==> config.mk <==
export PLATFORM = sky130hd
export DESIGN_NAME = brb_oreg
export DESIGN_NICKNAME = d
export VERILOG_FILES = /design/src/rtl/brb_pkg.sv /design/src/rtl/brb_oreg.sv
export SDC_FILE = /design/constraint.sdc
export NUM_CORES = 1
export LEC_CHECK = 0
export BUFFER_PORTS_ARGS = -buffer_cell sky130_fd_sc_hd__buf_2
export CORE_UTILIZATION = 37
export DETAILED_ROUTE_END_ITERATION = 8
export PLACE_DENSITY = 0.84
export SLEW_MARGIN = 20
export SYNTH_ARGS = -nofsm -noshare
export SYNTH_HDL_FRONTEND = slang
export SYNTH_SLANG_ARGS = --single-unit
==> constraint.sdc <==
create_clock -name clk_i -period 1.6 [get_ports clk_i]
set_input_delay 0.16 -clock clk_i [delete_from_list [all_inputs] [get_ports clk_i]]
set_output_delay 0.16 -clock clk_i [all_outputs]
set_load 0.02 [all_outputs]
==> src/rtl/brb_pkg.sv <==
// Types and codes of the byte ring buffer.
`timescale 1ns / 1ps
package brb_pkg;

  localparam int unsigned OP_W     = 3;
  localparam int unsigned LEN_W    = 7;
  localparam int unsigned OFS_W    = 12;
  localparam int unsigned DATA_W   = 64;
  localparam int unsigned STATUS_W = 2;
  localparam int unsigned BCNT_W   = 4;
  localparam int unsigned FILL_W   = 13;

  typedef enum logic [OP_W-1:0] {
    OP_WRITE   = 3'd0,
    OP_READ    = 3'd1,
    OP_PEEK    = 3'd2,
    OP_CONSUME = 3'd3,
    OP_CLEAR   = 3'd4
  } op_e;

  typedef enum logic [STATUS_W-1:0] {
    ST_OK       = 2'd0,
    ST_OVERFLOW = 2'd1,
    ST_SHORT    = 2'd2,
    ST_BAD_LEN  = 2'd3
  } status_e;

  typedef enum logic [1:0] {
    CS_IDLE,
    CS_WRITE,
    CS_GATHER,
    CS_EMIT
  } ctrl_state_e;

  typedef struct packed {
    logic [OP_W-1:0]   operation;
    logic [LEN_W-1:0]  length;
    logic [OFS_W-1:0]  offset;
    logic [DATA_W-1:0] write_data;
  } req_t;

  typedef struct packed {
    status_e             status;
    logic [DATA_W-1:0]   read_data;
    logic [BCNT_W-1:0]   byte_count;
    logic                last;
    logic [FILL_W-1:0]   fill_count;
    logic [FILL_W-1:0]   free_space;
  } res_t;

endpackage

==> src/rtl/brb_oreg.sv <==
// Output register between the sequencer and the result channel.
`timescale 1ns / 1ps
module brb_oreg (
  input  logic          clk_i,
  input  logic          rst_ni,
  input  logic          push_i,
  output logic          ready_o,
  input  brb_pkg::res_t res_i,
  output logic          valid_o,
  input  logic          take_i,
  output brb_pkg::res_t res_o
);
  import brb_pkg::*;

  logic valid_q, valid_d;
  res_t res_q;

  assign ready_o = !valid_q || take_i;

  always_comb begin
    valid_d = valid_q;
    if (take_i) begin
      valid_d = 1'b0;
    end
    if (push_i && ready_o) begin
      valid_d = 1'b1;
    end
  end

  always_ff @(posedge clk_i or negedge rst_ni) begin
    if (!rst_ni) begin
      valid_q <= 1'b0;
    end else begin
      valid_q <= valid_d;
    end
  end

  always_ff @(posedge clk_i) begin
    if (push_i && ready_o) begin
      res_q <= res_i;
    end
  end

  assign valid_o = valid_q;
  assign res_o   = res_q;

endmodule

* After elaboration in Yosys (flattened, before gate mapping)
Cells that the tools add are included. W data, S select, Z words.
Storage, ports and cells: register bits 98, bits of input ports 101, output and inout port bits 99, word-level logic and storage cells 13
Operators by class: mux-type cells 2, reductions and logical operators 4
Operator list (number):
- $mux W1 | 2
- $reduce_bool A2 Y1 | 1
- $logic_and A1 B1 Y1 | 1
- $logic_not A1 Y1 | 1
- $logic_or A1 B1 Y1 | 1

* Depth between registers and ports, before layout
Gate-level depths: netlist of run 1.
depth in word-level cells 4, gate-level depth with buffers 2, gate-level depth less buffers 2

* Worst setup path before layout of run 1
OpenSTA, ideal clock, no wires.
path kind flip-flop to flip-flop, start point register valid_q, in the netlist valid_o, end point register res_q, in the netlist res_o[0] (enable), setup time 0.388 ns, arrival time 1.383 ns, data required time 1.212 ns, slack -0.171 ns, stages on the path, launching flop included 3, path buffers 0, clock period less this slack 1.771 ns, cells stage by stage dfrtp_1 nand2b_4 and2_4
On the way: longest elaborated chain between the ends 3
RTL lines:
- start, declared | RTL line brb_oreg.sv:15 | logic valid_q, valid_d;
- start signal, assigned | RTL line brb_oreg.sv:34 | valid_q <= valid_d;
- $logic_not A1 Y1 | RTL line brb_oreg.sv:18 | assign ready_o = !valid_q || take_i;
- $logic_or A1 B1 Y1 | RTL line brb_oreg.sv:18
- net ready_o | RTL line brb_oreg.sv:7 | output logic ready_o,
- $logic_and A1 B1 Y1 | RTL line brb_oreg.sv:39 | if (push_i && ready_o) begin
- end signal, assigned | RTL line brb_oreg.sv:40 | res_q <= res_i;
- end, declared | RTL line brb_oreg.sv:16 | res_t res_q;
The timed path passes the listed nets, and every way through them passes these cells. A chain may end at the register's enable or synchronous reset.

* Final worst setup path of run 1
start point register valid_q, in the netlist valid_o, end point register res_q, in the netlist res_o[21] (enable)
On the way: longest elaborated chain between the ends 3
RTL lines (RTL line):
- $logic_not A1 Y1 | brb_oreg.sv:18
- $logic_or A1 B1 Y1 | brb_oreg.sv:18
- $logic_and A1 B1 Y1 | brb_oreg.sv:39
Every way passes these cells.

==> results.tsv, run 1 <==
stage	metric	value	unit
route	drc_errors	0	
global_route	grt_max_degree	52	
power_and_ir_drop	seq_power_share	0.562	
power_and_ir_drop	fin_total_pwr	5390	uW
route	ant_nets	0	
floorplan	rows	32	
sta	setup_tns	0	ns
floorplan	die_x	91.5	um
yosys	synthArstFlopShare	0.0102	
yosys	yosysWarnings	0	
global_route	grtUsageTotal	0.191	
power_and_ir_drop	p_switching	1180	uW
floorplan	initial_core_util	0.384	
yosys	synth_seq_cells	98	
sta	post-route-period-util	0.791	
sta	slew_headroom	0.823	
min_path	worstHoldPathType	in -> reg	
critical_path	ff2ff_path_depth	3	
placement	port_buffers	199	
sta	rsz0062_at_grt	false	
placement	pre_cts_ws	0.347	ns
power_and_ir_drop	ir_drop	704	uV
critical_path	cp_top_family	flip-flops	
yosys	synthCells	101	
yosys	synth.distinct_cells	5	
power_and_ir_drop	cellLeakagePower	0.00225	uW
cts	clk_pin_slew	0.09	ns
sta	layout_min_cycle_time	1.27	ns
power_and_ir_drop	power_frac_comb	0.131	
run_status	status	complete, no violations	
min_path	min_path_cells	1	
critical_path	path_buf_inv	1	
cts	clkLatencyLatePin	0.34	ns
layout	n_antenna_cell	0	
global_route	grt.met1_usage	0.192	
route	dr.pass1.iters	4	
critical_path	crit_cells	3	
route	vias_per_cell	4.28	
floorplan	pin_count	200	
yosys	synth_area	2970	um^2
critical_path	critPathMaxFanout	51	
layout	area_growth	79.0	%
yosys	yosysTopAreaCellShare	0.982	
power_and_ir_drop	powerDensity	1010	nW/um^2
yosys	yosys-top-cells-count	97 x edfxtp_1, 1 x and2_4, 1 x dfrtp_1, 1 x nand2b_1, 1 x nand2b_4	
cts	cts_sinks	98	
yosys	synthTopCellsByArea	edfxtp_1 98%, dfrtp_1 0.84%, nand2b_4 0.46%, and2_4 0.30%, nand2b_1 0.21%	
sta	setup_viol	0	
run	cap_viol_max_count	0	
cts	cts_root_buf	clkbuf_8	
critical_path	cp.required	1.63	ns
critical_path	cp_slowest_stage_delay	0.43	ns
yosys	synth_area_leader_cell	edfxtp_1	
global_route	grt_pass1_vias	2412	
global_route	use_met3	0.0503	
sta	slew_violations	0	
yosys	syn_area_per_cell	29.4	um^2
critical_path	start_kind	flop	
critical_path	cp.arrival	1.30	ns
cts	post_cts_buffers	0	
global_route	grt_antenna_before_repair	0	
layout	layout-drive-gt1-share	0.524	
route	drtIter0Drc	68	
sta	max_freq	0.790	GHz
cts	ctsResizeCount	0	
route	drt_wl_total	8050	um
power_and_ir_drop	p_int	4200	uW
placement	place.gp.congestion	0.650	
floorplan	die_area	8380	um^2
sta	worst_pin_slew	0.265	ns
cts	htree_levels	3	
sta	skew	0.00610	ns
yosys	yosysMostFrequentCell	edfxtp_1	
critical_path	crit_chain	nand2b_4, and2_4, buf_12	
global_route	busiest_layer	met2	
yosys	synth-main-ff-cell	edfxtp_1	
global_route	gr-total-overflow	0	
route	vias	2209	
yosys	yosysSeqAreaShare	0.990	
cts	cts_buffer_depth	2	
yosys	synth_nets	202	
floorplan	die_y	91.5	um
cts	cts_tree	done	
sta	finalHoldViolCount	0	
critical_path	crit_type	reg -> reg	
power_and_ir_drop	clkPwrFrac	0.307	
yosys	synth_enable_flop_cells	97	
sta	setup_slack	0.334	ns
floorplan	core_area	7730	um^2
critical_path	endpoint_kind	flop	
critical_path	crit_path_top_delay_cell	dfrtp_2	
cts	cts_buffers	9	
route	wl_per_cell	15.6	um
global_route	grt_pass1_wl	11600	um
layout	nets	511	
global_route	grt_use_met2	0.360	
power_and_ir_drop	switching_share	0.219	
## final timing paths
check	start	end	slack, ns
max in group asynchronous	rst_ni	valid_o$_DFFE_PN0P_	1.37
worst max-delay path	valid_o$_DFFE_PN0P_	res_o[21]$_DFFE_PP_	0.33
min in group asynchronous	rst_ni	valid_o$_DFFE_PN0P_	0.13
worst min-delay path	res_i[88]	res_o[88]$_DFFE_PP_	0.03
worst min register to register	valid_o$_DFFE_PN0P_	valid_o$_DFFE_PN0P_	0.56
worst max register to register	valid_o$_DFFE_PN0P_	res_o[21]$_DFFE_PP_	0.33
## per-layer routing
metal / vias to the layer above / wire, um
li1: 1021 / -
met1: 1031 / 2850
met2: 135 / 4410
met3: 22 / 535
met4: 0 / 249
met5: - / 0
## metrics by stage
step | cell area, um^2 | hold WS, ns | util | std cells
3_5_place_dp | 4130 | -0.0645 | 0.535 | 404
2_1_floorplan | 2970 | -0.136 | - | 101
6_report | 5310 | 0.0328 | 0.687 | 516
5_1_grt | 5310 | 0.0109 | 0.687 | 516
3_3_place_gp | 4130 | -0.0659 | 0.535 | 404
4_1_cts | 5300 | 0.000000194 | 0.686 | 515
## final cells by class
cell class	count	area, um^2
clock buffer	10	128
clock inverter	5	80.1
fill	506	2420
multi-input combinational	3	28.8
sequential	98	2940
tap	102	128
timing repair buffer	298	2010
## timing repair
action | in CTS | in global routing
hold buffers | 96 | 1
setup endpoints to repair | 0 | 0
endpoints found under the hold margin | 96 | 1
## kinds of logic after synthesis
kind of cell / synth area share
flip-flops: 0.990
AND/OR/NAND/NOR: 0.00970
## power by group through the flow
stage	registers [uW]	logic (uW)	clock network [uW]
3_5_place_dp	3090	514	0
4_1_cts	3030	695	1690
5_1_grt	3040	745	1780
6_report	3030	706	1650
2_1_floorplan	3270	53.7	0
3_3_place_gp	3080	505	0
## state kept, by name, indices dropped and copies added (netlist names)
signal / count
valid_o: 1
res_o: 97
## cells in the final DEF (no fill, tap or decap)
cell	count
dlygate4sd3_1	97
clkinvlp_4	1
clkbuf_8	9
bufinv_16	2
nand2b_4	1
buf_2	199
buf_12	2
and2_4	1
edfxtp_1	97
dfrtp_2	1
nand2b_1	1
clkinv_4	1
clkinv_1	1
clkbuf_1	1
No activity file was read; power rests on OpenSTA's default activity.
==> inputs of run 2 (changes only) <==
- ABC_AREA: unset -> 1
- CORE_UTILIZATION: 37 -> 41
- PLACE_DENSITY: 0.84 -> 0.88
- clock period: 1.6 -> 1.3 ns (I/O delays scaled with it)
==> results.tsv, run 2 <==
stage	metric	value	unit
critical_path	cp.arrival	1.32	ns
floorplan	die_y	86.9	um
yosys	synthTopCellsByArea	edfxtp_1 98%, dfrtp_1 0.85%, inv_1 0.25%, nand2_1 0.25%, a21oi_1 0.17%	
cts	htree_levels	3	
route	wl_per_cell	16.3	um
layout	fillers	388	
power_and_ir_drop	ir_drop	715	uV
floorplan	initial_core_util	0.431	
layout	final_cell_area	5280	um^2
power_and_ir_drop	switching_share	0.225	
critical_path	crit_type	reg -> reg	
yosys	yosysSeqAreaShare	0.993	
layout	layout_common_cells	199 x buf_2, 98 x dlygate4sd3_1, 97 x edfxtp_1	
layout	area_growth	78.6	%
sta	worst_pin_slew	0.281	ns
floorplan	pin_count	200	
global_route	gr-total-overflow	0	
sta	setup_viol	0	
global_route	grt_pass1_vias	2454	
power_and_ir_drop	p_switching	1440	uW
placement	port_buffers	199	
critical_path	start_kind	flop	
critical_path	crit_chain	a21oi_4, buf_12	
sta	rsz0062_at_grt	true	
layout	nets	514	
floorplan	core_area	6870	um^2
power_and_ir_drop	powerDensity	1210	nW/um^2
global_route	grt.met1_usage	0.233	
layout	multi_input_area	23.8	um^2
yosys	syn_area_per_cell	28.7	um^2
layout	n_antenna_cell	0	
yosys	synth_nets	204	
yosys	synth.distinct_cells	5	
placement	place.gp.congestion	0.746	
critical_path	critPathMaxFanout	54	
placement	place_area	4130	um^2
global_route	use_met3	0.0957	
global_route	grt_antenna_before_repair	0	
yosys	synth_seq_cells	98	
floorplan	die_area	7560	um^2
sta	layout_min_cycle_time	1.28	ns
route	drc_errors	0	
power_and_ir_drop	power_frac_comb	0.137	
route	dr.pass1.iters	4	
placement	dp_cells	400	
yosys	synth_area_leader_cell	edfxtp_1	
yosys	yosys-top-cells-count	97 x edfxtp_1, 2 x inv_1, 2 x nand2_1, 1 x a21oi_1, 1 x dfrtp_1	
layout	layout.cells.non_filler	513	
cts	cts_tree	done	
yosys	yosysWarnings	0	
yosys	synth_area	2960	um^2
layout	largest_register_ffs	97	
global_route	grt_max_degree	55	
global_route	grt_pass1_wl	12000	um
cts	clk_pin_slew	0.08	ns
placement	dp_hpwl	4890	um
cts	cts_sinks	98	
run	cap_viol_max_count	0	
power_and_ir_drop	clkPwrFrac	0.282	
route	vias	2267	
critical_path	cp_slowest_stage_delay	0.44	ns
sta	slew_headroom	0.813	
power_and_ir_drop	cellLeakagePower	0.00225	uW
cts	cts_buffers	9	
yosys	synth_enable_flop_cells	97	
layout	layout_commonest_cell	buf_2	
layout	fin_util	0.769	
sta	slew_violations	0	
power_and_ir_drop	p_int	4970	uW
route	vias_per_cell	4.42	
yosys	synthCells	103	
power_and_ir_drop	seq_power_share	0.581	
cts	cts_buffer_depth	2	
layout	layout-drive-gt1-share	0.516	
critical_path	crit_path_top_delay_cell	dfrtp_2	
global_route	grtUsageTotal	0.227	
run_status	status	complete, no violations	
route	drtIter0Drc	55	
sta	finalHoldViolCount	0	
sta	skew	0.00888	ns
global_route	grt_use_met2	0.402	
yosys	synthArstFlopShare	0.0102	
cts	clkLatencyLatePin	0.35	ns
cts	cts_root_buf	clkbuf_8	
route	drt_wl_total	8360	um
yosys	yosysTopAreaCellShare	0.985	
global_route	busiest_layer	met2	
yosys	synth-main-ff-cell	edfxtp_1	
min_path	worstHoldPathType	in -> reg	
critical_path	endpoint_kind	flop	
floorplan	rows	30	
sta	post-route-period-util	0.988	
sta	max_freq	0.779	GHz
placement	pre_cts_ws	0.0458	ns
layout	regArea	2940	um^2
yosys	yosysMostFrequentCell	edfxtp_1	
floorplan	die_x	86.9	um
route	ant_nets	0	
sta	setup_slack	0.0158	ns
critical_path	cp.required	1.33	ns
## run 2: cell count changes in the layout (fill, tap and decap cells not counted)
| cell | before | now |
|---|---|---|
| dlygate4sd3_1 | 97 | 98 |
| clkinvlp_4 | 1 | 0 |
| a21oi_4 | 0 | 1 |
| clkbuf_1 | 1 | 2 |
| nand2b_4 | 1 | 0 |
| bufinv_16 | 2 | 1 |
| clkinv_4 | 1 | 0 |
| clkinv_2 | 0 | 2 |
| nand2_1 | 0 | 2 |
| inv_1 | 0 | 2 |
| and2_4 | 1 | 0 |
| nand2b_1 | 1 | 0 |
## run 2: final timing paths
check	slack, ns	to	depth (start not counted)	start
max	0.02	res_o[68]$_DFFE_PP_	2	valid_o$_DFFE_PN0P_
max in group asynchronous	1.10	valid_o$_DFFE_PN0P_	2	rst_ni
min	0.03	valid_o$_DFFE_PN0P_	3	push_i
min in group asynchronous	0.10	valid_o$_DFFE_PN0P_	2	rst_ni
max reg2reg	0.02	res_o[68]$_DFFE_PP_	2	valid_o$_DFFE_PN0P_
min reg2reg	0.60	valid_o$_DFFE_PN0P_	2	valid_o$_DFFE_PN0P_
## run 2: metal layers
| layer | share of wire | vias up |
|---|---|---|
| met1 | 0.35 | 1059 |
| met3 | 0.10 | 24 |
| met5 | 0 | - |
| met2 | 0.52 | 156 |
| met4 | 0.029 | 0 |
| li1 | - | 1028 |
## run 2: final cells by class
| class | count | share of cell area |
|---|---|---|
| clock buffer | 11 | 0.0249 |
| clock inverter | 4 | 0.00829 |
| inverter | 2 | 0.00142 |
| multi-input combinational | 3 | 0.00450 |
| sequential | 98 | 0.556 |
| tap | 96 | 0.0227 |
| timing repair buffer | 299 | 0.382 |
## run 2: logic make-up after synthesis
| group | after synthesis | synth area share |
|---|---|---|
| AOI/OAI and AO/OA | 1 | 0.00169 |
| buffers and inverters | 2 | 0.00254 |
| and+or+nand+nor | 2 | 0.00254 |
| DFF | 98 | 0.993 |
## run 2: repair_timing
action	CTS	global route
hold buffers	98	0
buffers inserted	0	0
setup endpoints to repair	0	54
endpoints found under the hold margin	98	0
resized for setup	0	0
## run 2: worst max-delay path: cells and delay by family, from the launching register on
family,cells,cell delay (ns)
flip-flops,1,0.44
buffers and inverters,1,0.30
AO/OA/AOI/OAI,1,0.20
## run 2: power groups by stage
| stage | Clock (uW) | Sequential [uW] | Combinational (uW) |
|---|---|---|---|
| after global routing | 1950 | 3740 | 929 |
| after global placement | 0 | 3790 | 616 |
| after CTS | 1840 | 3720 | 862 |
| after floorplan | 0 | 4030 | 65.5 |
| final | 1810 | 3730 | 879 |
| after detailed placement | 0 | 3790 | 633 |
## run 2: per-stage QoR
| step | power, uW | setup TNS, ns | hold slack, ns |
|---|---|---|---|
| after detailed placement | 4430 | 0 | -0.0897 |
| after global placement | 4400 | 0 | -0.0941 |
| after floorplan | 4090 | -121.30 | -0.166 |
| after global routing | 6620 | -0.492 | 0.0164 |
| after CTS | 6420 | 0 | 0.00883 |
| final | 6410 | 0 | 0.0316 |
