[src/rtl/brb_pkg.sv]
// Types and codes of the byte ring buffer.
`timescale 1ns / 1ps
package brb_pkg;

  localparam int unsigned OP_W     = 3;
  localparam int unsigned LEN_W    = 7;
  localparam int unsigned OFS_W    = 12;
  localparam int unsigned DATA_W   = 64;
  localparam int unsigned STATUS_W = 2;
  localparam int unsigned BCNT_W   = 4;
  localparam int unsigned FILL_W   = 13;

  typedef enum logic [OP_W-1:0] {
    OP_WRITE   = 3'd0,
    OP_READ    = 3'd1,
    OP_PEEK    = 3'd2,
    OP_CONSUME = 3'd3,
    OP_CLEAR   = 3'd4
  } op_e;

  typedef enum logic [STATUS_W-1:0] {
    ST_OK       = 2'd0,
    ST_OVERFLOW = 2'd1,
    ST_SHORT    = 2'd2,
    ST_BAD_LEN  = 2'd3
  } status_e;

  typedef enum logic [1:0] {
    CS_IDLE,
    CS_WRITE,
    CS_GATHER,
    CS_EMIT
  } ctrl_state_e;

  typedef struct packed {
    logic [OP_W-1:0]   operation;
    logic [LEN_W-1:0]  length;
    logic [OFS_W-1:0]  offset;
    logic [DATA_W-1:0] write_data;
  } req_t;

  typedef struct packed {
    status_e             status;
    logic [DATA_W-1:0]   read_data;
    logic [BCNT_W-1:0]   byte_count;
    logic                last;
    logic [FILL_W-1:0]   fill_count;
    logic [FILL_W-1:0]   free_space;
  } res_t;

endpackage

[src/rtl/brb_ctrl.sv]
// Request sequencer: decode, pointers, byte-serial store access, word assembly.
`timescale 1ns / 1ps
module brb_ctrl #(
  parameter int unsigned CAPACITY    = 4096,
  parameter int unsigned WORD_BYTES  = 8,
  parameter int unsigned MAX_REQUEST = 64,
  parameter int unsigned AW          = 12
) (
  input  logic          clk_i,
  input  logic          rst_ni,
  input  logic          req_valid_i,
  output logic          req_ready_o,
  input  brb_pkg::req_t req_i,
  output logic          res_push_o,
  input  logic          res_ready_i,
  output brb_pkg::res_t res_o,
  output logic          mem_we_o,
  output logic [AW-1:0] mem_waddr_o,
  output logic [7:0]    mem_wdata_o,
  output logic          mem_re_o,
  output logic [AW-1:0] mem_raddr_o,
  input  logic [7:0]    mem_rdata_i
);
  import brb_pkg::*;

  localparam int unsigned CW  = $clog2(CAPACITY + 1);
  localparam int unsigned PW  = AW + 1;
  localparam int unsigned SW  = ((CW > FILL_W) ? CW : FILL_W) + 1;
  localparam int unsigned MAX_RD = (MAX_REQUEST < 8 * WORD_BYTES) ? MAX_REQUEST
                                                                   : 8 * WORD_BYTES;

  ctrl_state_e       state_q, state_d;
  logic [AW-1:0]     wp_q, wp_d, rp_q, rp_d, pos_q, pos_d;
  logic [CW-1:0]     held_q, held_d;
  logic [LEN_W-1:0]  left_q, left_d;
  logic [BCNT_W-1:0] n_q, n_d, iss_q, iss_d, cap_q, cap_d;
  logic              pend_q, pend_d;
  logic [2:0]        widx_q, widx_d;
  status_e           status_q, status_d;
  logic [DATA_W-1:0] word_q, word_d, wdata_q, wdata_d;

  logic [SW-1:0]     len_x, held_x, free_x, peek_end;
  logic [PW-1:0]     rp_len, rp_ofs;
  logic [LEN_W-1:0]  left_next;
  logic [31:0]       fill32, free32;

  function automatic logic [AW-1:0] wrap_ptr(input logic [PW-1:0] s);
    logic [PW-1:0] r;
    r = (s >= PW'(CAPACITY)) ? s - PW'(CAPACITY) : s;
    return r[AW-1:0];
  endfunction

  function automatic logic [BCNT_W-1:0] word_len(input logic [LEN_W-1:0] l);
    return (l > LEN_W'(WORD_BYTES)) ? BCNT_W'(WORD_BYTES) : l[BCNT_W-1:0];
  endfunction

  assign len_x     = SW'(req_i.length);
  assign held_x    = SW'(held_q);
  assign free_x    = SW'(CAPACITY) - held_x;
  assign peek_end  = SW'(req_i.offset) + len_x;
  assign rp_len    = PW'(rp_q) + PW'(req_i.length);
  assign rp_ofs    = PW'(rp_q) + PW'(req_i.offset);
  assign left_next = left_q - LEN_W'(n_q);

  always_comb begin
    state_d     = state_q;
    wp_d        = wp_q;
    rp_d        = rp_q;
    pos_d       = pos_q;
    held_d      = held_q;
    left_d      = left_q;
    n_d         = n_q;
    iss_d       = iss_q;
    cap_d       = cap_q;
    widx_d      = widx_q;
    status_d    = status_q;
    word_d      = word_q;
    wdata_d     = wdata_q;
    mem_we_o    = 1'b0;
    mem_re_o    = 1'b0;
    res_push_o  = 1'b0;
    req_ready_o = 1'b0;

    unique case (state_q)
      CS_IDLE: begin
        req_ready_o = 1'b1;
        if (req_valid_i) begin
          // default outcome: one empty, final result
          status_d = ST_OK;
          word_d   = '0;
          left_d   = '0;
          n_d      = '0;
          iss_d    = '0;
          cap_d    = '0;
          widx_d   = '0;
          wdata_d  = req_i.write_data;
          state_d  = CS_EMIT;
          if (op_e'(req_i.operation) == OP_CLEAR) begin
            wp_d   = '0;
            rp_d   = '0;
            held_d = '0;
          end else if (req_i.length != '0) begin
            unique case (op_e'(req_i.operation)) inside
              OP_WRITE: begin
                if (req_i.length > LEN_W'(WORD_BYTES)) begin
                  status_d = ST_BAD_LEN;
                end else if (len_x > free_x) begin
                  status_d = ST_OVERFLOW;
                end else begin
                  held_d  = held_q + CW'(req_i.length);
                  left_d  = req_i.length;
                  state_d = CS_WRITE;
                end
              end
              OP_CONSUME: begin
                if (len_x > held_x) begin
                  status_d = ST_SHORT;
                end else begin
                  rp_d   = wrap_ptr(rp_len);
                  held_d = held_q - CW'(req_i.length);
                end
              end
              OP_READ, OP_PEEK: begin
                if (32'(req_i.length) > MAX_RD) begin
                  status_d = ST_BAD_LEN;
                end else if (op_e'(req_i.operation) == OP_READ) begin
                  if (len_x > held_x) begin
                    status_d = ST_SHORT;
                  end else begin
                    pos_d   = rp_q;
                    rp_d    = wrap_ptr(rp_len);
                    held_d  = held_q - CW'(req_i.length);
                    left_d  = req_i.length;
                    n_d     = word_len(req_i.length);
                    state_d = CS_GATHER;
                  end
                end else begin
                  if (peek_end > held_x) begin
                    status_d = ST_SHORT;
                  end else begin
                    pos_d   = wrap_ptr(rp_ofs);
                    left_d  = req_i.length;
                    n_d     = word_len(req_i.length);
                    state_d = CS_GATHER;
                  end
                end
              end
              default: begin
                // unassigned opcodes report ok and touch nothing
                status_d = ST_OK;
              end
            endcase
          end
        end
      end

      CS_WRITE: begin
        mem_we_o = 1'b1;
        wp_d     = wrap_ptr(PW'(wp_q) + PW'(1));
        widx_d   = widx_q + 3'd1;
        left_d   = left_q - LEN_W'(1);
        if (left_q == LEN_W'(1)) begin
          n_d     = '0;
          state_d = CS_EMIT;
        end
      end

      CS_GATHER: begin
        // issue one byte read a cycle, capture each byte in the cycle after its issue
        if (iss_q < n_q) begin
          mem_re_o = 1'b1;
          pos_d    = wrap_ptr(PW'(pos_q) + PW'(1));
          iss_d    = iss_q + BCNT_W'(1);
        end
        if (pend_q) begin
          word_d = word_q | (DATA_W'(mem_rdata_i) << {cap_q[2:0], 3'b000});
          cap_d  = cap_q + BCNT_W'(1);
          if (cap_q + BCNT_W'(1) == n_q) begin
            state_d = CS_EMIT;
          end
        end
      end

      CS_EMIT: begin
        res_push_o = 1'b1;
        if (res_ready_i) begin
          if (left_q == LEN_W'(n_q)) begin
            state_d = CS_IDLE;
          end else begin
            left_d  = left_next;
            n_d     = word_len(left_next);
            word_d  = '0;
            iss_d   = '0;
            cap_d   = '0;
            state_d = CS_GATHER;
          end
        end
      end

      default: begin
        state_d = CS_IDLE;
      end
    endcase
    pend_d = mem_re_o;
  end

  assign mem_waddr_o = wp_q;
  assign mem_wdata_o = wdata_q[{widx_q, 3'b000} +: 8];
  assign mem_raddr_o = pos_q;

  assign fill32 = 32'(held_q);
  assign free32 = CAPACITY - fill32;

  always_comb begin
    res_o.status     = status_q;
    res_o.read_data  = word_q;
    res_o.byte_count = n_q;
    res_o.last       = (left_q == LEN_W'(n_q));
    res_o.fill_count = fill32[FILL_W-1:0];
    res_o.free_space = free32[FILL_W-1:0];
  end

  always_ff @(posedge clk_i or negedge rst_ni) begin
    if (!rst_ni) begin
      state_q <= CS_IDLE;
      wp_q    <= '0;
      rp_q    <= '0;
      pos_q   <= '0;
      held_q  <= '0;
      left_q  <= '0;
      n_q     <= '0;
      iss_q   <= '0;
      cap_q   <= '0;
      pend_q  <= 1'b0;
      widx_q  <= '0;
    end else begin
      state_q <= state_d;
      wp_q    <= wp_d;
      rp_q    <= rp_d;
      pos_q   <= pos_d;
      held_q  <= held_d;
      left_q  <= left_d;
      n_q     <= n_d;
      iss_q   <= iss_d;
      cap_q   <= cap_d;
      pend_q  <= pend_d;
      widx_q  <= widx_d;
    end
  end

  always_ff @(posedge clk_i) begin
    status_q <= status_d;
    word_q   <= word_d;
    wdata_q  <= wdata_d;
  end

endmodule

[config.mk]
export PLATFORM = sky130hd
export DESIGN_NAME = brb_ctrl
export DESIGN_NICKNAME = d
export VERILOG_FILES = /design/src/rtl/brb_pkg.sv /design/src/rtl/brb_ctrl.sv
export SDC_FILE = /design/constraint.sdc
export NUM_CORES = 1
export LEC_CHECK = 0
export BUFFER_PORTS_ARGS = -buffer_cell sky130_fd_sc_hd__clkbuf_2
export CAP_MARGIN = 5
export CORE_ASPECT_RATIO = 0.75
export CORE_UTILIZATION = 57
export DETAILED_ROUTE_END_ITERATION = 16
export GPL_TIMING_DRIVEN = 0
export PLACE_DENSITY = 0.82
export SYNTH_ARGS = -nofsm -noshare
export SYNTH_HDL_FRONTEND = slang
export SYNTH_SLANG_ARGS = --single-unit
export TNS_END_PERCENT = 1
[constraint.sdc]
create_clock -name clk_i -period 4.9 [get_ports clk_i]
set_input_delay 0.98 -clock clk_i [delete_from_list [all_inputs] [get_ports clk_i]]
set_output_delay 0.98 -clock clk_i [all_outputs]
set_load 0.005 [all_outputs]
-- Yosys cells after proc, flatten, opt, wreduce, memory -nomap -nowiden
Cells that the tools add are included.
- bitwise operators: 2
- reduce and logical (&&, ||, !) cells: 23
- shift operators: 2
- add/subtract/negate cells: 18
- equal/unequal tests: 28
- magnitude comparators: 11
- multiplexer cells: 100
- operator list (cell ; number):
    2-to-1 mux 64 bit ; 4
    2-to-1 mux 12 bit ; 20
    one-hot mux 64 bit (3 select lines) ; 1
    2-to-1 mux 13 bit ; 7
    2-to-1 mux 7 bit ; 11
    2-to-1 mux 4 bit ; 18
    one-hot mux 12 bit (2 select lines) ; 3
    OR 64 bit ; 1
    variable part select 64 x 7 -> 8 bit ; 1
    left shift 8 x 6 -> 64 bit ; 1
    greater-or-equal comparator 13 bit (second input constant) ; 4
    subtractor 12 x 1 -> 12 bit (second input constant) ; 4
    one-hot mux 13 bit (3 select lines) ; 1
    one-hot mux 4 bit (3 select lines) ; 3
    2-to-1 mux 2 bit ; 17
    adder 12 x 1 -> 13 bit (second input constant) ; 2
    adder 12 x 7 -> 13 bit ; 2
    != test 2 bit (second input constant) ; 11
    one-hot mux 7 bit (3 select lines) ; 1
    AND reduction 5 bit ; 4
    != test 3 bit (second input constant) ; 6
    greater-than comparator 7 x 14 -> 1 bit ; 1
    greater-than comparator 7 x 4 -> 1 bit (second input constant) ; 2
    one-hot mux 7 bit (2 select lines) ; 1
    other kinds (42) ; 58
- output and inout port bits: 133
- logic and storage cells: 198
- input port bits: 98
- register bits: 204

-- Depth between registers and ports, before layout
Gate-level depths: netlist of run 1.
- depth after elaboration: 11
- gate-level depth with buffers: 21
- gate-level depth less buffers: 20

-- Worst setup path after synthesis of run 1
Ideal clock, no wire load.
- path type: input to register
- start point: input port req_i[64] in the netlist's numbering
- end point: register pos_q[8], in the netlist mem_raddr_o[8]
- setup slack: 0.216 ns
- arrival: 4.539 ns
- buffers on the path: 1
- required time: 4.755 ns
- stages: 21
- library setup time: 0.145 ns
- cells stage by stage: ha_1 -> inv_1 -> fa_1 -> nor2b_1 -> o21ai_0 -> a21boi_0 -> o21ai_0 -> a21boi_0 -> o21ai_0 -> nor2_1 -> xor2_1 -> ha_1 -> nand3_1 -> nand2_1 -> a21o_1 -> nor4_1 -> o211ai_1 -> a22o_2 -> buf_4 -> a2111oi_0 -> a221oi_1
- word-level cells in the longest chain between the ends: 11
- elaborated cells between the ends (all ways): 16
- classes of those cells: add/sub (3); order compare (2); eq/ne (1); mux (9); reduce/logical (1)
- ends and longest elaborated chain (item ; line ; text):
    start: declaration ; brb_ctrl.sv:13 ; input brb_pkg::req_t req_i,
    adder 12 x 12 -> 13 bit ; brb_ctrl.sv:62 ; assign rp_ofs = PW'(rp_q) + PW'(req_i.offset);
    subtractor 12 x 1 -> 12 bit or greater-or-equal comparator 13 bit (tied branches) ; brb_ctrl.sv:49 ; r = (s >= PW'(CAPACITY)) ? s - PW'(CAPACITY) : s;
    2-to-1 mux 12 bit ; brb_ctrl.sv:49 ;
    2-to-1 mux 12 bit ; brb_ctrl.sv:138 ; if (peek_end > held_x) begin
    2-to-1 mux 12 bit ; brb_ctrl.sv:126 ; end else if (op_e'(req_i.operation) == OP_READ) begin
    2-to-1 mux 12 bit ; brb_ctrl.sv:124 ; if (32'(req_i.length) > MAX_RD) begin
    2-to-1 mux 12 bit ; brb_ctrl.sv:103 ; unique case (op_e'(req_i.operation)) inside
    2-to-1 mux 12 bit ; brb_ctrl.sv:102 ; end else if (req_i.length != '0) begin
    2-to-1 mux 12 bit ; brb_ctrl.sv:98 ; if (op_e'(req_i.operation) == OP_CLEAR) begin
    2-to-1 mux 12 bit ; brb_ctrl.sv:87 ; if (req_valid_i) begin
    one-hot mux 12 bit (2 select lines) ; brb_ctrl.sv:84 ; unique case (state_q)
    end signal: assignment ; brb_ctrl.sv:240 ; pos_q <= pos_d;
    end: declaration ; brb_ctrl.sv:33 ; logic [AW-1:0] wp_q, wp_d, rp_q, rp_d, pos_q, pos_d;
Parallel ways exist; a longest one is shown, timed or not. The select of a mux whose other input is x is not followed.
A chain may end at the register's enable or synchronous reset.

-- Final worst setup path of run 1
- start point: input port req_i[76] in the netlist's numbering
- end point: register pos_q[3], in the netlist mem_raddr_o[3]
- word-level cells in the longest chain between the ends: 4
- elaborated cells between the ends (all ways): 10
- classes of those cells: add/sub (1); order compare (3); eq/ne (4); reduce/logical (2)
- ends and longest elaborated chain (item ; line ; text):
    adder 12 x 7 -> 13 bit ; brb_ctrl.sv:60 ; assign peek_end = SW'(req_i.offset) + len_x;
    greater-than comparator 13 bit ; brb_ctrl.sv:138 ;
    != test 3 bit (no line) ; -- ;
    AND reduction 9 bit (no line) (*) ; -- ;
Every way passes the cells marked *; elsewhere a longest branch is shown, timed or not.

==> run metrics, run 1 <==
DRT Pass-1 Iters=8; DPL Wire Length=24900 µm; Syn Area/Cell=10.2 µm²; H-tree Lvls=1; Post-synth EDFFs=130; register bit count reported by yosys=204; Die ar.=0.0222 mm²; WL per Instance=19.4 µm; iteration-0 DRC count of the detailed router=974; Clock Root Buffer=clkbuf_16; worst r2r src=held_q[1]; Max IR drop VDD=0.415 mV; Core Area=0.0212 mm²; startpoint types=input port; RePlAce Congestion=0.949; Detail Route Antenna Nets=0; Post-Layout Cell Count=1768; Via Count=10660; Hold Path Class=in2async; R2R depth=14; Crit. End Element=flop; top cell type by total area after synthesis=edfxtp_1; cell with the most instances after synthesis=nor2_1; worst rel slew slack=31.7%; Initial Util=58.1%; post-synth top area share=31.7%; Die Height=129 µm; share of cells above drive strength 1=22.5%; RR Endpoint=left_q[0]; final hold violations=0; synth cell count leaders=nor2_1, edfxtp_1, a21oi_1; CTS Buffer Depth=3; top cells by area, synth=edfxtp_1, dfrtp_1, ha_1; max-cap viol count=0; cts hold-fix bufs=0; final core utilization=69.5%; crit path kind=in2reg; fin crit period=4.68 ns; vias per inst=6.03; maximum clock frequency=214 MHz; Placed Instances=1723; Main synth FF type=edfxtp_1; Die Wd=172 µm; TritonCTS buffer count=22; Slew Limit Fails=0; CTS tree=built; Routed WL=34300 µm; Mapped Nets=1393; register area share after synthesis=46.7%; Worst Max-Slew Pin Slew=1.02 ns; Crit path required time=5.29 ns; # DRC=0; total gr overflow=0; IO Count=231; Post-synth ARST share=36.3%; PwrDens=646 mW/mm²; Leakage=6.28 nW; crit-path max FO=10; status=completed; initial antenna violation count=1; row cnt=46; Netlist cell types=77; cell area after synthesis=0.0123 mm²; vias in the first global route=9830; Layout area overhead=19.6%; Worst Skew=0.0118 ns; warnings from Yosys=0; Mapped Cells=1211; IO Port Bufs=221; crit path DAT=5.07 ns; fin crit share=95.5%; All-Layer GR Usage=30.1%; first-pass GRT wire length=51700 µm; number of filler cells placed in the layout=1642; largest net degree at the start of global routing=69; Worst-path clk slew=0.07 ns; r2r setup slk=0.58 ns; Layout Nets=1645; endpoints failing setup=0; clock sink total=204; Clk Latency, worst-skew pair=0.51 ns
metal layers:
metal,vias to the layer above,track usage (%),wire [µm]
li1,4939,-,-
met1,5133,42.9,15000
met2,519,46.1,15200
met3,69,6.57,3300
met4,0,8.56,828
met5,-,0,0
kinds of logic after synthesis:
group / share of synthesized area [%]
xor gates and xnor gates: 4.41
and+or+nand+nor: 15.4
buffers and inverters: 3.97
muxes: 4.78
DFF: 46.7
AOI/OAI and AO/OA: 15.8
adders and majority gates: 8.90
power breakdown:
part	internal [W]	total, W	switching, W
Clock	0.00104	0.00174	0.000701
Combinational	0.00190	0.00464	0.00274
Sequential	0.00263	0.00313	0.000503
Total	0.00556	0.00951	0.00395
worst max-delay path by stage:
| stage | startpoint | end | slack [ns] | cells past startpoint |
|---|---|---|---|---|
| 6_report | req_i[76] | mem_raddr_o[3] | 0.22 | 21 |
| 5_1_grt | req_i[77] | mem_raddr_o[7] | -0.02 | 20 |
| 4_1_cts | req_i[76] | mem_raddr_o[8] | 0.0009 | 22 |
| 3_5_place_dp | req_i[77] | mem_raddr_o[9] | -0.92 | 21 |
| 3_3_place_gp | req_i[77] | mem_raddr_o[8] | -0.84 | 21 |
| 2_1_floorplan | req_i[64] | mem_raddr_o[8] | 0.22 | 21 |
through the flow:
| stage | instance area, µm² | setup TNS (ns) | hold WS, ns | setup slack (ns) | total power, W |
|---|---|---|---|---|---|
| final | 14700 | 0 | 0.483 | 0.222 | 0.00951 |
| after global routing | 14700 | -0.0472 | 0.525 | -0.0185 | 0.0101 |
| after CTS | 14600 | 0 | 0.497 | 0.000944 | 0.00939 |
| after detailed placement | 13800 | -13.05 | 0.547 | -0.916 | 0.00757 |
| after global placement | 13800 | -11.33 | 0.524 | -0.845 | 0.00739 |
| after floorplan | 12300 | 0 | 0.506 | 0.216 | 0.00602 |
registers in the layout (all words and copies together), names as in the netlist:
name         count
cap_q            4
held_q          13
iss_q            4
left_q           7
mem_raddr_o     12
mem_waddr_o     12
n_q              4
pend_q           1
rp_q            12
state_q          2
status_q         2
wdata_q         64
widx_q           3
word_q          64
what timing repair did:
action,4_1_cts,5_1_grt
gates cloned,0,1
pin swaps,0,7
setup endpoints to repair,14,17
endpoints found under the hold margin,0,0
buffers inserted,1,1
gates resized for setup,13,11
layout make-up:
class / count / area, µm² / area share (%)
repair buffers: 228 / 1210 / 8.21
clock buffers: 28 / 604 / 4.11
multi-input cells: 886 / 6140 / 41.7
well taps: 288 / 360 / 2.45
diodes: 1 / 2.50 / 0.0170
clock inverters: 12 / 145 / 0.986
plain buffers: 51 / 234 / 1.59
flip-flops and latches: 204 / 5760 / 39.1
inverters: 70 / 268 / 1.82
cell usage in the layout, fill, tap and decap left out, types with 16 or more instances in the layout:
master     count
a21oi_1       95
clkbuf_1      37
clkbuf_16     23
clkbuf_2     226
dfrtp_1       74
edfxtp_1     130
ha_1          78
inv_1         66
mux4_2        16
nand2_1       76
nand2b_1      22
nand3_1       31
nor2_1       149
nor2b_1       17
nor3_1        33
o21ai_0       48
o21ai_1       29
xnor2_1       41
xor2_1        21
critical path, stage by stage:
cell	delay (ns)
clkbuf_4	0.20
ha_1	0.19
inv_1	0.05
fa_1	0.40
nor2b_1	0.12
o21ai_0	0.10
a21boi_1	0.18
o21ai_0	0.13
a21boi_1	0.25
o21ai_2	0.13
nor2_2	0.11
xor2_1	0.08
ha_1	0.29
nand4_1	0.23
a311oi_2	0.46
nor4_4	0.09
o211ai_1	0.32
a22o_4	0.23
buf_6	0.15
nor3_1	0.07
a211o_1	0.29
Note: power is estimated with default switching activity, not from simulation.
==> inputs of run 2 (changes only) <==
CELL_PAD_IN_SITES_DETAIL_PLACEMENT = 0   (was not set)
CELL_PAD_IN_SITES_GLOBAL_PLACEMENT = 1   (was not set)
CORE_UTILIZATION = 44   (was 57)
CTS_CLUSTER_SIZE = 14   (was not set)
GPL_TIMING_DRIVEN = not set   (was 0)
PLACE_DENSITY = not set   (was 0.82)
PLACE_DENSITY_LB_ADDON = 0.1   (was not set)
==> run metrics, run 2 (same netlist as run 1, synthesis figures left out) <==
status=completed; maximum clock frequency=216 MHz (+1.1%); Initial Util=45.2% (-13 points); total power=0.00963 W (+1.2%); share of cells above drive strength 1=24.7% (+2.2 points); fin crit share=94.5% (-1.0 points); vias in the first global route=9531 (-3.0%); row cnt=52 (+13%); initial antenna violation count=1 (unchanged); Net Switching=0.00387 W (-2.0%); CTS tree=built; final hold violations=0 (unchanged); WL per Instance=18.9 µm (-2.3%); Largest regs=wdata_q (64), word_q (64), held_q (13); H-tree Lvls=1 (unchanged); final instance area=0.0150 mm² (+1.6%); Core Area=0.0273 mm² (+29%); startpoint types=input port; Slew Limit Fails=0 (unchanged); most frequent cells in the layout=clkbuf_2, nor2_1, edfxtp_1; iteration-0 DRC count of the detailed router=715 (-27%); crit path DAT=5.02 ns (-0.05 ns); Worst Skew=0.0173 ns (+0.00545 ns); Layout area overhead=21.5%; fin crit period=4.63 ns (-0.0490 ns); PwrDens=644 mW/mm² (-0.40%); endpoints failing setup=0 (unchanged); Die ar.=0.0287 mm² (+29%); Crit. End Element=flop; Die Height=147 µm (+14%); Worst-path clk slew=0.06 ns (about the same); share of power burned in registers=33.1% (about the same); sw frac=40.2% (-1.3 points); Routed WL=34700 µm (+1.2%); Via Count=10170 (-4.6%); first-pass GRT wire length=54100 µm (+4.6%); Die Wd=195 µm (+14%); Leakage=6.44 nW (+2.5%); Detail Route Antenna Nets=0 (unchanged); Crit path required time=5.29 ns (about the same); All-Layer GR Usage=23.9% (-6.2 points); Placement Cell Area=0.0141 mm² (+1.6%); crit-path max FO=8 (-2); TritonCTS buffer count=23 (+4.5%); vias per inst=5.55 (-7.9%); DRT Pass-1 Iters=6 (-2); largest net degree at the start of global routing=56 (-19%); logic gate share of total power=46.7% (-2.1 points); cell-internal power=0.00576 W (+3.5%); Worst Max-Slew Pin Slew=1.10 ns (+0.0856 ns); RePlAce Congestion=0.901 (-5.1%); Clock Root Buffer=clkbuf_16; Max IR drop VDD=0.314 mV (-24%); Hold Path Class=in2async; IO Count=231 (unchanged); clock sink total=204 (unchanged); Placed Instances=1788 (+3.8%); total gr overflow=0 (unchanged); Clk Latency, worst-skew pair=0.51 ns (about the same); Post-Layout Cell Count=1831 (+3.6%); IO Port Bufs=230 (+4.1%); # DRC=0 (unchanged); crit path kind=in2reg; Clock Power Share=20.2% (+1.9 points); DPL Wire Length=26000 µm (+4.5%); max-cap viol count=0 (unchanged); worst rel slew slack=26.3% (-5.3 points); Layout Nets=1645 (unchanged); CTS Buffer Depth=3 (unchanged); commonest non-fill, non-tap cell in the layout=clkbuf_2
==> run 2: cell count changes in the layout (fill, tap and decap cells not counted), sizes merged <==
cell / delta
bufinv: +4
buf: +32
clkbuf: -35
clkinvlp: -3
inv: +2
==> run 2: layout make-up <==
type / count / area (µm²)
fillers: 2459 / 12300
multi-input cells: 886 / 6110
flip-flops and latches: 204 / 5760
repair buffers: 278 / 1540
clock buffers: 26 / 587
well taps: 351 / 439
inverters: 70 / 263
clock inverters: 15 / 262
diodes: 1 / 2.50
==> run 2: path summary, 6_finish.rpt <==
kind	start	end	cells past startpoint	slack, ns
max reg2reg	held_q[1]	left_q[0]	15	1.17
min	rst_ni	held_q[7]	1	0.44
max	req_i[77]	mem_raddr_o[3]	22	0.27
max in group asynchronous	rst_ni	mem_raddr_o[10]	2	3.50
min in group clk_i	mem_waddr_o[11]	mem_waddr_o[11]	2	0.53
min reg2reg	mem_waddr_o[11]	mem_waddr_o[11]	2	0.53
==> run 2: worst max-delay path, cell delays in order <==
cell      delay, ns
clkbuf_2       0.13
buf_4          0.15
ha_1           0.26
a21o_1         0.19
a21oi_1        0.18
o21ai_0        0.11
a21oi_1        0.18
nand2b_1       0.12
a21boi_0       0.10
buf_4          0.15
o211ai_1       0.17
xnor2_1        0.10
ha_1           0.28
nand4_1        0.20
a311oi_2       0.42
nor4_4         0.08
o211ai_1       0.36
a22o_4         0.24
buf_4          0.16
buf_4          0.11
nor3_1         0.04
a211o_1        0.28
==> run 2: repair_timing <==
| action | 4_1_cts | 5_1_grt |
|---|---|---|
| setup endpoints to repair | 1 | 22 |
| setup buffers | 0 | 1 |
| pin swaps | 0 | 7 |
| hold buffers | 0 | 0 |
| resized for setup | 1 | 11 |
==> run 2: through the flow <==
step | TNS, ns | hold WS, ns | util, % | worst slack (ns)
final | 0 | 0.441 | 54.9 | 0.271
after global routing | -0.0100 | 0.467 | 54.9 | -0.0100
after CTS | 0 | 0.445 | 54.7 | 0.0520
after detailed placement | -6.07 | 0.525 | 51.6 | -0.533
after global placement | -4.43 | 0.522 | 51.6 | -0.342
after floorplan | 0 | 0.506 | - | 0.216
==> run 2: power groups by stage <==
stage / sequential, W / combinational [W] / clock [W]
5_1_grt: 0.00328 / 0.00500 / 0.00204
4_1_cts: 0.00318 / 0.00448 / 0.00198
6_report: 0.00319 / 0.00450 / 0.00194
3_3_place_gp: 0.00319 / 0.00440 / 0
2_1_floorplan: 0.00308 / 0.00294 / 0
3_5_place_dp: 0.00320 / 0.00444 / 0
==> run 2: routing by layer <==
| metal | vias to the layer above | share of wire (%) | GRT usage [%] |
|---|---|---|---|
| met5 | - | 0 | 0 |
| met2 | 291 | 41 | 33.6 |
| met1 | 4921 | 51 | 38.1 |
| li1 | 4923 | - | - |
| met4 | 0 | 1.4 | 4.06 |
| met3 | 35 | 6.8 | 4.43 |
